===== src/hw/rtl/nec_pkg.sv =====
package nec_pkg;

  // field and burst geometry
  localparam int FIELD_BITS     = 16;
  localparam int POS_W          = $clog2(FIELD_BITS);
  localparam int FRAME_SYMBOLS  = 34;
  localparam int REPEAT_SYMBOLS = 2;
  localparam int MAX_SYMBOLS    = 64;
  localparam int TIME_W         = 15;
  localparam int MARGIN_W       = 9;
  localparam int CFG_INDEX_W    = 3;

  // configuration register indexes
  localparam logic [CFG_INDEX_W-1:0] REG_MARGIN       = 3'd0;
  localparam logic [CFG_INDEX_W-1:0] REG_LEADER_MARK  = 3'd1;
  localparam logic [CFG_INDEX_W-1:0] REG_LEADER_SPACE = 3'd2;
  localparam logic [CFG_INDEX_W-1:0] REG_BIT_MARK     = 3'd3;
  localparam logic [CFG_INDEX_W-1:0] REG_ZERO_SPACE   = 3'd4;
  localparam logic [CFG_INDEX_W-1:0] REG_ONE_SPACE    = 3'd5;
  localparam logic [CFG_INDEX_W-1:0] REG_REPEAT_SPACE = 3'd6;

  // configuration reset values
  localparam logic [MARGIN_W-1:0] MARGIN_RST       = 9'd200;
  localparam logic [TIME_W-1:0]   LEADER_MARK_RST  = 15'd9000;
  localparam logic [TIME_W-1:0]   LEADER_SPACE_RST = 15'd4500;
  localparam logic [TIME_W-1:0]   BIT_MARK_RST     = 15'd560;
  localparam logic [TIME_W-1:0]   ZERO_SPACE_RST   = 15'd560;
  localparam logic [TIME_W-1:0]   ONE_SPACE_RST    = 15'd1690;
  localparam logic [TIME_W-1:0]   REPEAT_SPACE_RST = 15'd2250;

  // status codes
  localparam logic [1:0] STATUS_INVALID = 2'd0;
  localparam logic [1:0] STATUS_UNKNOWN = 2'd1;
  localparam logic [1:0] STATUS_REPEAT  = 2'd2;
  localparam logic [1:0] STATUS_FRAME   = 2'd3;

  typedef struct packed {
    logic [TIME_W-1:0] mark_time;
    logic [TIME_W-1:0] space_time;
    logic              burst_end;
  } symbol_t;

  typedef struct packed {
    logic [1:0]            status;
    logic [FIELD_BITS-1:0] address;
    logic [FIELD_BITS-1:0] command;
  } result_t;

endpackage


===== src/hw/rtl/nec_ir_frame_decoder.sv =====
// latency: a result appears in the cycle after the beat carrying burst_end is accepted
// throughput: one symbol per cycle while no result is stalled; output frees in the same cycle it is taken
// symbols that are not the end of a burst update the burst state only and give no result
// reset (rst, synchronous): timing registers to nominal NEC values, burst state cleared,
// stored address and command zero, no result pending
module nec_ir_frame_decoder #(
  parameter int MAX_SYMBOLS = nec_pkg::MAX_SYMBOLS
) (
  input  logic                             clk,
  input  logic                             rst,
  input  logic                             in_valid,
  output logic                             in_ready,
  input  nec_pkg::symbol_t                 in_data,
  output logic                             out_valid,
  input  logic                             out_ready,
  output nec_pkg::result_t                 out_data,
  input  logic                             cfg_valid,
  output logic                             cfg_ready,
  input  logic [nec_pkg::CFG_INDEX_W-1:0]  cfg_index,
  input  logic [nec_pkg::TIME_W-1:0]       cfg_data
);

  localparam int CNT_W = $clog2(MAX_SYMBOLS + 1);
  localparam int FW    = nec_pkg::FIELD_BITS;
  localparam int TW    = nec_pkg::TIME_W;
  localparam int MW    = nec_pkg::MARGIN_W;

  // duration check, strictly inside nominal +/- margin, signed bounds
  function automatic logic near(logic [TW-1:0] m, logic [TW-1:0] n, logic [MW-1:0] d);
    logic signed [TW+1:0] ms;
    logic signed [TW+1:0] hi;
    logic signed [TW+1:0] lo;
    ms = signed'({2'b00, m});
    hi = signed'({2'b00, n}) + signed'({{(TW+2-MW){1'b0}}, d});
    lo = signed'({2'b00, n}) - signed'({{(TW+2-MW){1'b0}}, d});
    return (ms < hi) && (ms > lo);
  endfunction

  // configuration registers
  logic [MW-1:0] margin;
  logic [TW-1:0] leader_mark;
  logic [TW-1:0] leader_space;
  logic [TW-1:0] bit_mark;
  logic [TW-1:0] zero_space;
  logic [TW-1:0] one_space;
  logic [TW-1:0] repeat_space;

  // burst state
  logic [CNT_W-1:0] symbol_count;
  logic [FW-1:0]    address_shift;
  logic [FW-1:0]    command_shift;
  logic             burst_ok;
  logic             first_is_repeat;
  logic [FW-1:0]    saved_address;
  logic [FW-1:0]    saved_command;

  logic [CNT_W-1:0] symbol_count_next;
  logic [FW-1:0]    address_shift_next;
  logic [FW-1:0]    command_shift_next;
  logic             burst_ok_next;
  logic             first_is_repeat_next;
  logic [FW-1:0]    saved_address_next;
  logic [FW-1:0]    saved_command_next;
  logic [1:0]       status_next;

  logic             in_fire;
  logic [CNT_W-1:0] idx_m1;
  logic [nec_pkg::POS_W-1:0] bit_pos;
  logic             mark_ok;
  logic             is_one;
  logic             is_zero;
  logic             leader_ok;

  assign cfg_ready = 1'b1;
  assign in_ready  = !out_valid || out_ready;
  assign in_fire   = in_valid && in_ready;

  // configuration writes
  always_ff @(posedge clk) begin
    if (rst) begin
      margin       <= nec_pkg::MARGIN_RST;
      leader_mark  <= nec_pkg::LEADER_MARK_RST;
      leader_space <= nec_pkg::LEADER_SPACE_RST;
      bit_mark     <= nec_pkg::BIT_MARK_RST;
      zero_space   <= nec_pkg::ZERO_SPACE_RST;
      one_space    <= nec_pkg::ONE_SPACE_RST;
      repeat_space <= nec_pkg::REPEAT_SPACE_RST;
    end else if (cfg_valid) begin
      case (cfg_index)
        nec_pkg::REG_MARGIN:       margin       <= cfg_data[MW-1:0];
        nec_pkg::REG_LEADER_MARK:  leader_mark  <= cfg_data;
        nec_pkg::REG_LEADER_SPACE: leader_space <= cfg_data;
        nec_pkg::REG_BIT_MARK:     bit_mark     <= cfg_data;
        nec_pkg::REG_ZERO_SPACE:   zero_space   <= cfg_data;
        nec_pkg::REG_ONE_SPACE:    one_space    <= cfg_data;
        nec_pkg::REG_REPEAT_SPACE: repeat_space <= cfg_data;
        default: ;
      endcase
    end
  end

  // symbol classification
  assign idx_m1    = symbol_count - CNT_W'(1);
  assign bit_pos   = idx_m1[nec_pkg::POS_W-1:0];
  assign mark_ok   = near(in_data.mark_time, bit_mark, margin);
  assign is_one    = mark_ok && near(in_data.space_time, one_space, margin);
  assign is_zero   = mark_ok && near(in_data.space_time, zero_space, margin);
  assign leader_ok = near(in_data.mark_time, leader_mark, margin);

  // burst state update and end-of-burst verdict
  always_comb begin
    symbol_count_next    = symbol_count;
    address_shift_next   = address_shift;
    command_shift_next   = command_shift;
    burst_ok_next        = burst_ok;
    first_is_repeat_next = first_is_repeat;
    saved_address_next   = saved_address;
    saved_command_next   = saved_command;
    status_next          = nec_pkg::STATUS_UNKNOWN;

    if (symbol_count < CNT_W'(MAX_SYMBOLS)) begin
      if (symbol_count == '0) begin
        if (!(leader_ok && near(in_data.space_time, leader_space, margin))) begin
          burst_ok_next = 1'b0;
        end
        first_is_repeat_next = leader_ok && near(in_data.space_time, repeat_space, margin);
      end else if (symbol_count <= CNT_W'(2 * FW)) begin
        if (is_one || is_zero) begin
          if (symbol_count <= CNT_W'(FW)) begin
            address_shift_next[bit_pos] = is_one;
          end else begin
            command_shift_next[bit_pos] = is_one;
          end
        end else begin
          burst_ok_next = 1'b0;
        end
      end
      symbol_count_next = symbol_count + CNT_W'(1);
    end

    if (symbol_count_next == CNT_W'(nec_pkg::FRAME_SYMBOLS)) begin
      if (burst_ok_next) begin
        saved_address_next = address_shift_next;
        saved_command_next = command_shift_next;
        status_next        = nec_pkg::STATUS_FRAME;
      end else begin
        status_next = nec_pkg::STATUS_INVALID;
      end
    end else if (symbol_count_next == CNT_W'(nec_pkg::REPEAT_SYMBOLS)) begin
      status_next = first_is_repeat_next ? nec_pkg::STATUS_REPEAT : nec_pkg::STATUS_INVALID;
    end
  end

  // burst registers, cleared after the last symbol of each burst, apart from the saved address and command
  always_ff @(posedge clk) begin
    if (rst) begin
      symbol_count    <= '0;
      address_shift   <= '0;
      command_shift   <= '0;
      burst_ok        <= 1'b1;
      first_is_repeat <= 1'b0;
      saved_address   <= '0;
      saved_command   <= '0;
    end else if (in_fire) begin
      if (in_data.burst_end) begin
        symbol_count    <= '0;
        address_shift   <= '0;
        command_shift   <= '0;
        burst_ok        <= 1'b1;
        first_is_repeat <= 1'b0;
        saved_address   <= saved_address_next;
        saved_command   <= saved_command_next;
      end else begin
        symbol_count    <= symbol_count_next;
        address_shift   <= address_shift_next;
        command_shift   <= command_shift_next;
        burst_ok        <= burst_ok_next;
        first_is_repeat <= first_is_repeat_next;
      end
    end
  end

  // result register
  always_ff @(posedge clk) begin
    if (rst) begin
      out_valid <= 1'b0;
    end else if (in_fire && in_data.burst_end) begin
      out_valid <= 1'b1;
    end else if (out_ready) begin
      out_valid <= 1'b0;
    end
  end

  always_ff @(posedge clk) begin
    if (in_fire && in_data.burst_end) begin
      out_data.status  <= status_next;
      out_data.address <= saved_address_next;
      out_data.command <= saved_command_next;
    end
  end

endmodule

===== config.mk =====
export PLATFORM = sky130hd
export DESIGN_NAME = nec_ir_frame_decoder
export DESIGN_NICKNAME = d
export VERILOG_FILES = /design/src/hw/rtl/nec_pkg.sv /design/src/hw/rtl/nec_ir_frame_decoder.sv
export SDC_FILE = /design/constraint.sdc
export NUM_CORES = 1
export LEC_CHECK = 0
export BUFFER_PORTS_ARGS = -buffer_cell sky130_fd_sc_hd__buf_4
export CORE_MARGIN = 2
export CORE_UTILIZATION = 40
export CTS_BUF_LIST = sky130_fd_sc_hd__clkbuf_8
export DETAILED_ROUTE_END_ITERATION = 6
export GPL_TIMING_DRIVEN = 0
export SYNTH_ARGS = -nofsm -noshare
export SYNTH_HDL_FRONTEND = slang
export SYNTH_SLANG_ARGS = --single-unit

===== constraint.sdc =====
create_clock -name clk -period 5.5 [get_ports clk]
set_input_delay 1.1 -clock clk [delete_from_list [all_inputs] [get_ports clk]]
set_output_delay 1.1 -clock clk [all_outputs]
set_load 0.01 [all_outputs]

==> results of run 1 <==
==> timing repair <==
| action | in CTS | in global routing |
|---|---|---|
| pin swaps | 17 | 55 |
| setup endpoints to repair | 100 | 98 |
| resized for setup | 79 | 93 |
| setup buffers | 27 | 17 |
| gates cloned | 1 | 1 |
==> worst paths after layout <==
| check | endpoint | start | slack, ns | cells past startpoint |
|---|---|---|---|---|
| max | out_data[14]$_DFFE_PP_ | margin[1]$_SDFFE_PP0P_ | 0.08 | 23 |
| min | command_shift[8]$_SDFFE_PP0P_ | command_shift[8]$_SDFFE_PP0P_ | 0.48 | 2 |
| max reg2reg | out_data[14]$_DFFE_PP_ | margin[1]$_SDFFE_PP0P_ | 0.08 | 23 |
| min reg2reg | command_shift[8]$_SDFFE_PP0P_ | command_shift[8]$_SDFFE_PP0P_ | 0.48 | 2 |
==> synthesized netlist by cell type (5+ instances only) <==
cell	n	area, um^2
a21oi_1	273	1370
nand2_1	354	1330
dfxtp_1	173	3460
a211o_1	14	123
o311a_1	6	60.1
a221oi_1	6	52.6
a211oi_1	17	128
buf_1	7	26.3
buf_6	5	56.3
nor2b_1	42	263
mux2_1	6	67.6
a22oi_1	13	97.6
clkbuf_1	87	327
fa_1	12	240
and3_1	18	113
a31oi_1	54	338
edfxtp_1	34	1020
o21ai_0	102	510
nor2_1	131	492
nor4_1	8	50.1
o21bai_1	35	263
and2_1	12	75.1
xor2_1	51	447
inv_1	100	375
a311oi_1	6	52.6
or4_1	9	67.6
o211ai_1	19	143
nor3_1	32	160
nand4_1	16	100
nand2b_1	32	200
xnor2_1	103	902
and4_1	11	96.3
or3_1	8	50.1
buf_2	33	165
nand3_1	80	400
o21a_1	15	113
ha_1	289	3620
o21ai_1	7	35.0
or2_2	8	50.1
a21o_1	24	180
a22o_1	6	52.6
==> critical path: stages, from the launching register on <==
cell        delay (ns)
dfxtp_4           0.36
clkinvlp_4        0.08
buf_6             0.14
buf_8             0.15
buf_4             0.16
ha_1              0.31
nand2b_4          0.15
a221oi_2          0.24
nor2_1            0.11
a21oi_2           0.22
buf_4             0.17
xnor2_1           0.13
ha_1              0.27
and3_1            0.21
a221oi_1          0.57
nand3_1           0.17
a41o_1            0.25
a211o_4           0.38
nor4_4            0.28
buf_6             0.16
buf_4             0.14
nand2_1           0.06
a22oi_1           0.30
a21oi_1           0.16
==> layout make-up <==
type	instances	area (um^2)	share of cell area
clock buffers	48	661	0.0308
repair buffers	133	1050	0.0490
flip-flops and latches	207	4510	0.210
clock inverters	28	239	0.0111
plain buffers	129	618	0.0288
well taps	600	751	0.0350
inverters	101	402	0.0187
multi-input cells	1872	13200	0.617
==> stage by stage <==
step / TNS, ns / setup WS, ns / std cells / hold slack [ns]
floorplan: 0 / 0.0873 / 2316 / 0.449
global placement: -128.24 / -1.50 / 3003 / 0.460
detailed placement: -133.85 / -1.53 / 3003 / 0.468
CTS: 0 / 0.00203 / 3103 / 0.476
global route: -2.20 / -0.107 / 3118 / 0.498
finish: 0 / 0.0787 / 3118 / 0.480
==> kinds of logic (layout without fill, tap and decap cells) <==
family / after synthesis / count (layout) / synth area share
simple gates: 771 / 771 / 0.195
compound gates: 637 / 637 / 0.214
fa+ha+maj: 301 / 301 / 0.212
buf+inv: 237 / 439 / 0.0539
flops: 207 / 207 / 0.246
xor+xnor: 154 / 154 / 0.0741
mux: 8 / 8 / 0.00481
other cells: 1 / 1 / 0.000206
==> flip-flops by register name (all words and copies together) (netlist names) <==
signal,count
leader_space,15
zero_space,15
saved_address,16
burst_ok,1
out_valid,1
one_space,15
command_shift,16
leader_mark,15
margin,9
address_shift,16
saved_command,16
out_data,34
bit_mark,15
symbol_count,7
repeat_space,15
first_is_repeat,1
==> where the power goes <==
group	internal [W]	total [W]	switching [W]
Sequential	0.00157	0.00160	0.0000274
Combinational	0.000406	0.00101	0.000599
Clock	0.000992	0.00174	0.000744
==> per-layer routing <==
layer  share of wire  vias up  routed length [um]
met5         0.00024        -                  14
met4           0.041        2                2420
met2            0.47      562               27800
li1                -     8531                   -
met1            0.44     8123               26100
met3           0.052      132                3110
==> flow_summary.json, run 1 <==
{
  "design_area_um2": 21500,
  "wl_um": 59400,
  "final-setup-viol-count": 0,
  "final_nets": 2840,
  "numPortBuffers": 87,
  "worstPathArrival_ns": 5.74,
  "startpoint_type": "flop",
  "grt_pass1_vias": 16617,
  "busiest_layer": "met2",
  "min_period_ns": 5.42,
  "die-area_um2": 47200,
  "core_um2": 45200,
  "clock_latency_ns": 0.60,
  "grt_start_max_net_pins": 44,
  "placed_area_um2": 19600,
  "async_reset_ff_frac": 0,
  "maxSlewViolCount": 0,
  "power_density_nw_per_um2": 202,
  "vias_per_cell": 5.56,
  "cts_root_buf": "clkbuf_8",
  "num_vias": 17350,
  "hold_violations": 0,
  "initial_core_util": 0.403,
  "layout-drive-gt1-share": 0.145,
  "fin_util": 0.475,
  "ys_warn_count": 0,
  "hold_class": "reg -> reg",
  "synth_fp_nets": 2671,
  "antenna_left": 0,
  "grt_usage": 0.247,
  "chipHeight_um": 217,
  "ys.flop_type": "dfxtp_1",
  "power.total_w": 0.00434,
  "nFillCells": 4441,
  "clock_sinks": 207,
  "syn2layout_area_growth_pct": 18.0,
  "maxCapViolCount": 0,
  "worst_pin_slew_ns": 1.11,
  "cp-end-kind": "flop",
  "rsz0062_at_grt": "yes",
  "crit_fanout": 6,
  "cts_tree": "yes",
  "min_period_over_period": 0.986,
  "grt_pass1_wl_um": 91600,
  "syn_area_um2": 18200,
  "dpl.hpwl_um": 45300,
  "netlist_instances": 2316,
  "use_met1": 0.318,
  "gr-usage-met3": 0.0299,
  "skew_ns": 0.0353,
  "slew_headroom": 0.254,
  "syn_area_per_cell_um2": 7.86,
  "dr.first_iter.drc_count": 1313,
  "cp_data_required_time_ns": 5.82,
  "gp_congestion": 0.930,
  "grtUsageMet2": 0.416,
  "synthDistinctLibCells": 77,
  "numCtsBuffers": 41,
  "overflow": 0,
  "synth_edf_count": 34,
  "ios": 91,
  "cts_buffer_depth": 3,
  "h-tree-depth": 2,
  "cts_hold_buf": 0,
  "clk_pin_slew_worst_paths_ns": 0.06,
  "seq_area_frac_synth": 0.246,
  "status": "finished, final reports clean",
  "dr.pass1.iters": 5,
  "leakage_nw": 8.74,
  "layout_common_cells": "nand2_1, ha_1, a21oi_1, dfxtp_1, buf_4",
  "die_w_um": 217,
  "rows": 78,
  "insertedDiodeCount": 0,
  "synth_seq_cells": 207,
  "antenna_found_initial": 1,
  "wl_per_cell_um": 19.1,
  "ir_drop_v": 0.000191,
  "drc_errors": 0,
  "clock.fmax_ghz": 0.184,
  "path_class": "reg -> reg",
  "layout_commonest_cell": "nand2_1"
}
No activity file was read; power rests on OpenSTA's default activity.
==> run 2, diff against run 1 <==
Settings changed: CTS_BUF_LIST sky130_fd_sc_hd__clkbuf_8 to sky130_fd_sc_hd__clkbuf_4 sky130_fd_sc_hd__clkbuf_8 sky130_fd_sc_hd__clkbuf_16.
==> flow_summary.json, run 2 (synthesis results as in run 1) <==
{
  "cts_hold_buf": 0,
  "startpoint_type": "flop",
  "hold_violations": 0,
  "clockPowerShare": 0.418,
  "worstPathArrival_ns": 5.71,
  "cp-endpoint": "out_data[7]$_DFFE_PP_",
  "grt_pass1_vias": 16529,
  "chipHeight_um": 217,
  "p_int_w": 0.00317,
  "insertedDiodeCount": 0,
  "min_period_over_period": 0.986,
  "hold_class": "reg -> reg",
  "r2r_end": "out_data[7]$_DFFE_PP_",
  "ir_drop_v": 0.000206,
  "cts_tree": "yes",
  "power_density_nw_per_um2": 208,
  "h-tree-depth": 1,
  "drc_errors": 0,
  "syn2layout_area_growth_pct": 19.1,
  "clock_latency_ns": 0.54,
  "path_class": "reg -> reg",
  "layout-drive-gt1-share": 0.148,
  "dpl.hpwl_um": 45300,
  "dr.first_iter.drc_count": 1271,
  "antenna_found_initial": 1,
  "slew_headroom": 0.272,
  "rsz0062_at_grt": "yes",
  "antenna_left": 0,
  "crit_start": "margin[6]$_SDFFE_PP1P_",
  "r2r_start": "margin[6]$_SDFFE_PP1P_",
  "overflow": 0,
  "grt_start_max_net_pins": 44,
  "cts_root_buf": "clkbuf_16",
  "power.total_w": 0.00450,
  "worst_pin_slew_ns": 1.08,
  "r2r_cells": 20,
  "regMostFlops": "out_data",
  "comb_power_share": 0.228,
  "cp-end-kind": "flop",
  "crit_fanout": 7,
  "numPortBuffers": 87,
  "leakage_nw": 8.75,
  "status": "finished, final reports clean",
  "skew_ns": 0.0102,
  "wl_um": 59300,
  "wl_per_cell_um": 19.1,
  "num_vias": 17254,
  "maxSlewViolCount": 0,
  "vias_per_cell": 5.57,
  "place_ws_ns": -1.53,
  "ios": 91,
  "grt_pass1_wl_um": 91400,
  "instances_no_fill": 3098,
  "core_um2": 45200,
  "dr.pass1.iters": 7,
  "clock_sinks": 207,
  "rows": 78,
  "gp_congestion": 0.930,
  "cp_data_required_time_ns": 5.78,
  "final_nets": 2834,
  "cts_buffer_depth": 3,
  "clock.fmax_ghz": 0.184,
  "grt_usage": 0.244,
  "dp_cells": 3003,
  "worst_slack_ns": 0.0756,
  "power.switching_w": 0.00133,
  "pwr-share-seq": 0.354,
  "p_sw_frac": 0.295,
  "largest_reg_flops": 34,
  "min_period_ns": 5.42,
  "clk_pin_slew_worst_paths_ns": 0.06,
  "initial_core_util": 0.403,
  "numCtsBuffers": 26,
  "nFillCells": 4396,
  "final-setup-viol-count": 0,
  "rrSetupSlack_ns": 0.08,
  "layout_common_cells": "nand2_1, ha_1, a21oi_1, dfxtp_1, buf_4",
  "maxCapViolCount": 0,
  "die_w_um": 217,
  "layout_commonest_cell": "nand2_1",
  "die-area_um2": 47200
}
## run 2: area by class of cell
type                    instances  area [um^2]  share of cell area
flip-flops and latches        207         4510               0.208
clock inverters                11          200             0.00924
well taps                     600          751              0.0346
plain buffers                 128          606              0.0279
multi-input cells            1872        13300               0.616
repair buffers                143         1110              0.0512
clock buffers                  36          744              0.0344
inverters                     101          402              0.0185
## run 2: per-stage QoR
stage                     TNS (ns)  utilization  hold slack, ns  cell area [um^2]
after floorplan                  0            -           0.449             18200
after CTS                        0        0.467           0.478             21100
after global routing         -2.15        0.480           0.498             21700
after global placement     -128.24        0.434           0.460             19600
final                            0        0.480           0.480             21700
after detailed placement   -133.85        0.434           0.468             19600
## run 2: what timing repair did
action,in CTS,in global routing
cloned,1,1
pin swaps,25,60
setup buffers,32,22
resized for setup,87,107
endpoints found under the hold margin,0,0
endpoints found under the setup margin,100,98
## run 2: power by group through the flow
stage	Sequential [W]	Combinational (W)	Clock (W)
after floorplan	0.00163	0.000618	0
after global placement	0.00163	0.000895	0
after detailed placement	0.00163	0.000919	0
after CTS	0.00160	0.000968	0.00190
after global routing	0.00160	0.00114	0.00197
final	0.00160	0.00103	0.00188
## run 2: critical path: stages, from the launching register on
cell and delay, ns:
dfxtp_2 0.48, clkinvlp_4 0.19, ha_1 0.40, a211o_1 0.28, or3_1 0.37, and2_1 0.22
a21o_1 0.19, a21oi_1 0.18, xnor2_1 0.09, ha_1 0.31, nand3_1 0.12, nor3_4 0.22
o21ai_1 0.13, nand3_1 0.10, a22oi_1 0.09, a31o_2 0.29, or3_4 0.43, a221oi_4 0.33
and3_4 0.29, buf_6 0.15, mux2_4 0.32
## run 2: worst min-delay path by stage
stage | from | end | slack [ns] | depth (start not counted)
floorplan | address_shift[0]$_SDFFE_PP0P_ | saved_address[0]$_SDFFE_PP0P_ | 0.45 | 2
CTS | address_shift[11]$_SDFFE_PP0P_ | address_shift[11]$_SDFFE_PP0P_ | 0.48 | 2
global route | repeat_space[0]$_SDFFE_PP0P_ | repeat_space[0]$_SDFFE_PP0P_ | 0.50 | 2
finish | command_shift[8]$_SDFFE_PP0P_ | command_shift[8]$_SDFFE_PP0P_ | 0.48 | 2
detailed placement | address_shift[15]$_SDFFE_PP0P_ | address_shift[15]$_SDFFE_PP0P_ | 0.47 | 2
global placement | command_shift[7]$_SDFFE_PP0P_ | command_shift[7]$_SDFFE_PP0P_ | 0.46 | 2
## run 2: routing by layer
layer	part of all wire	up-vias	wire, um	GRT usage
met5	0.00022	-	13	0
met4	0.038	2	2250	0.0913
li1	-	8527	-	-
met3	0.051	118	3050	0.0245
met1	0.44	8117	25900	0.318
met2	0.47	490	28000	0.416
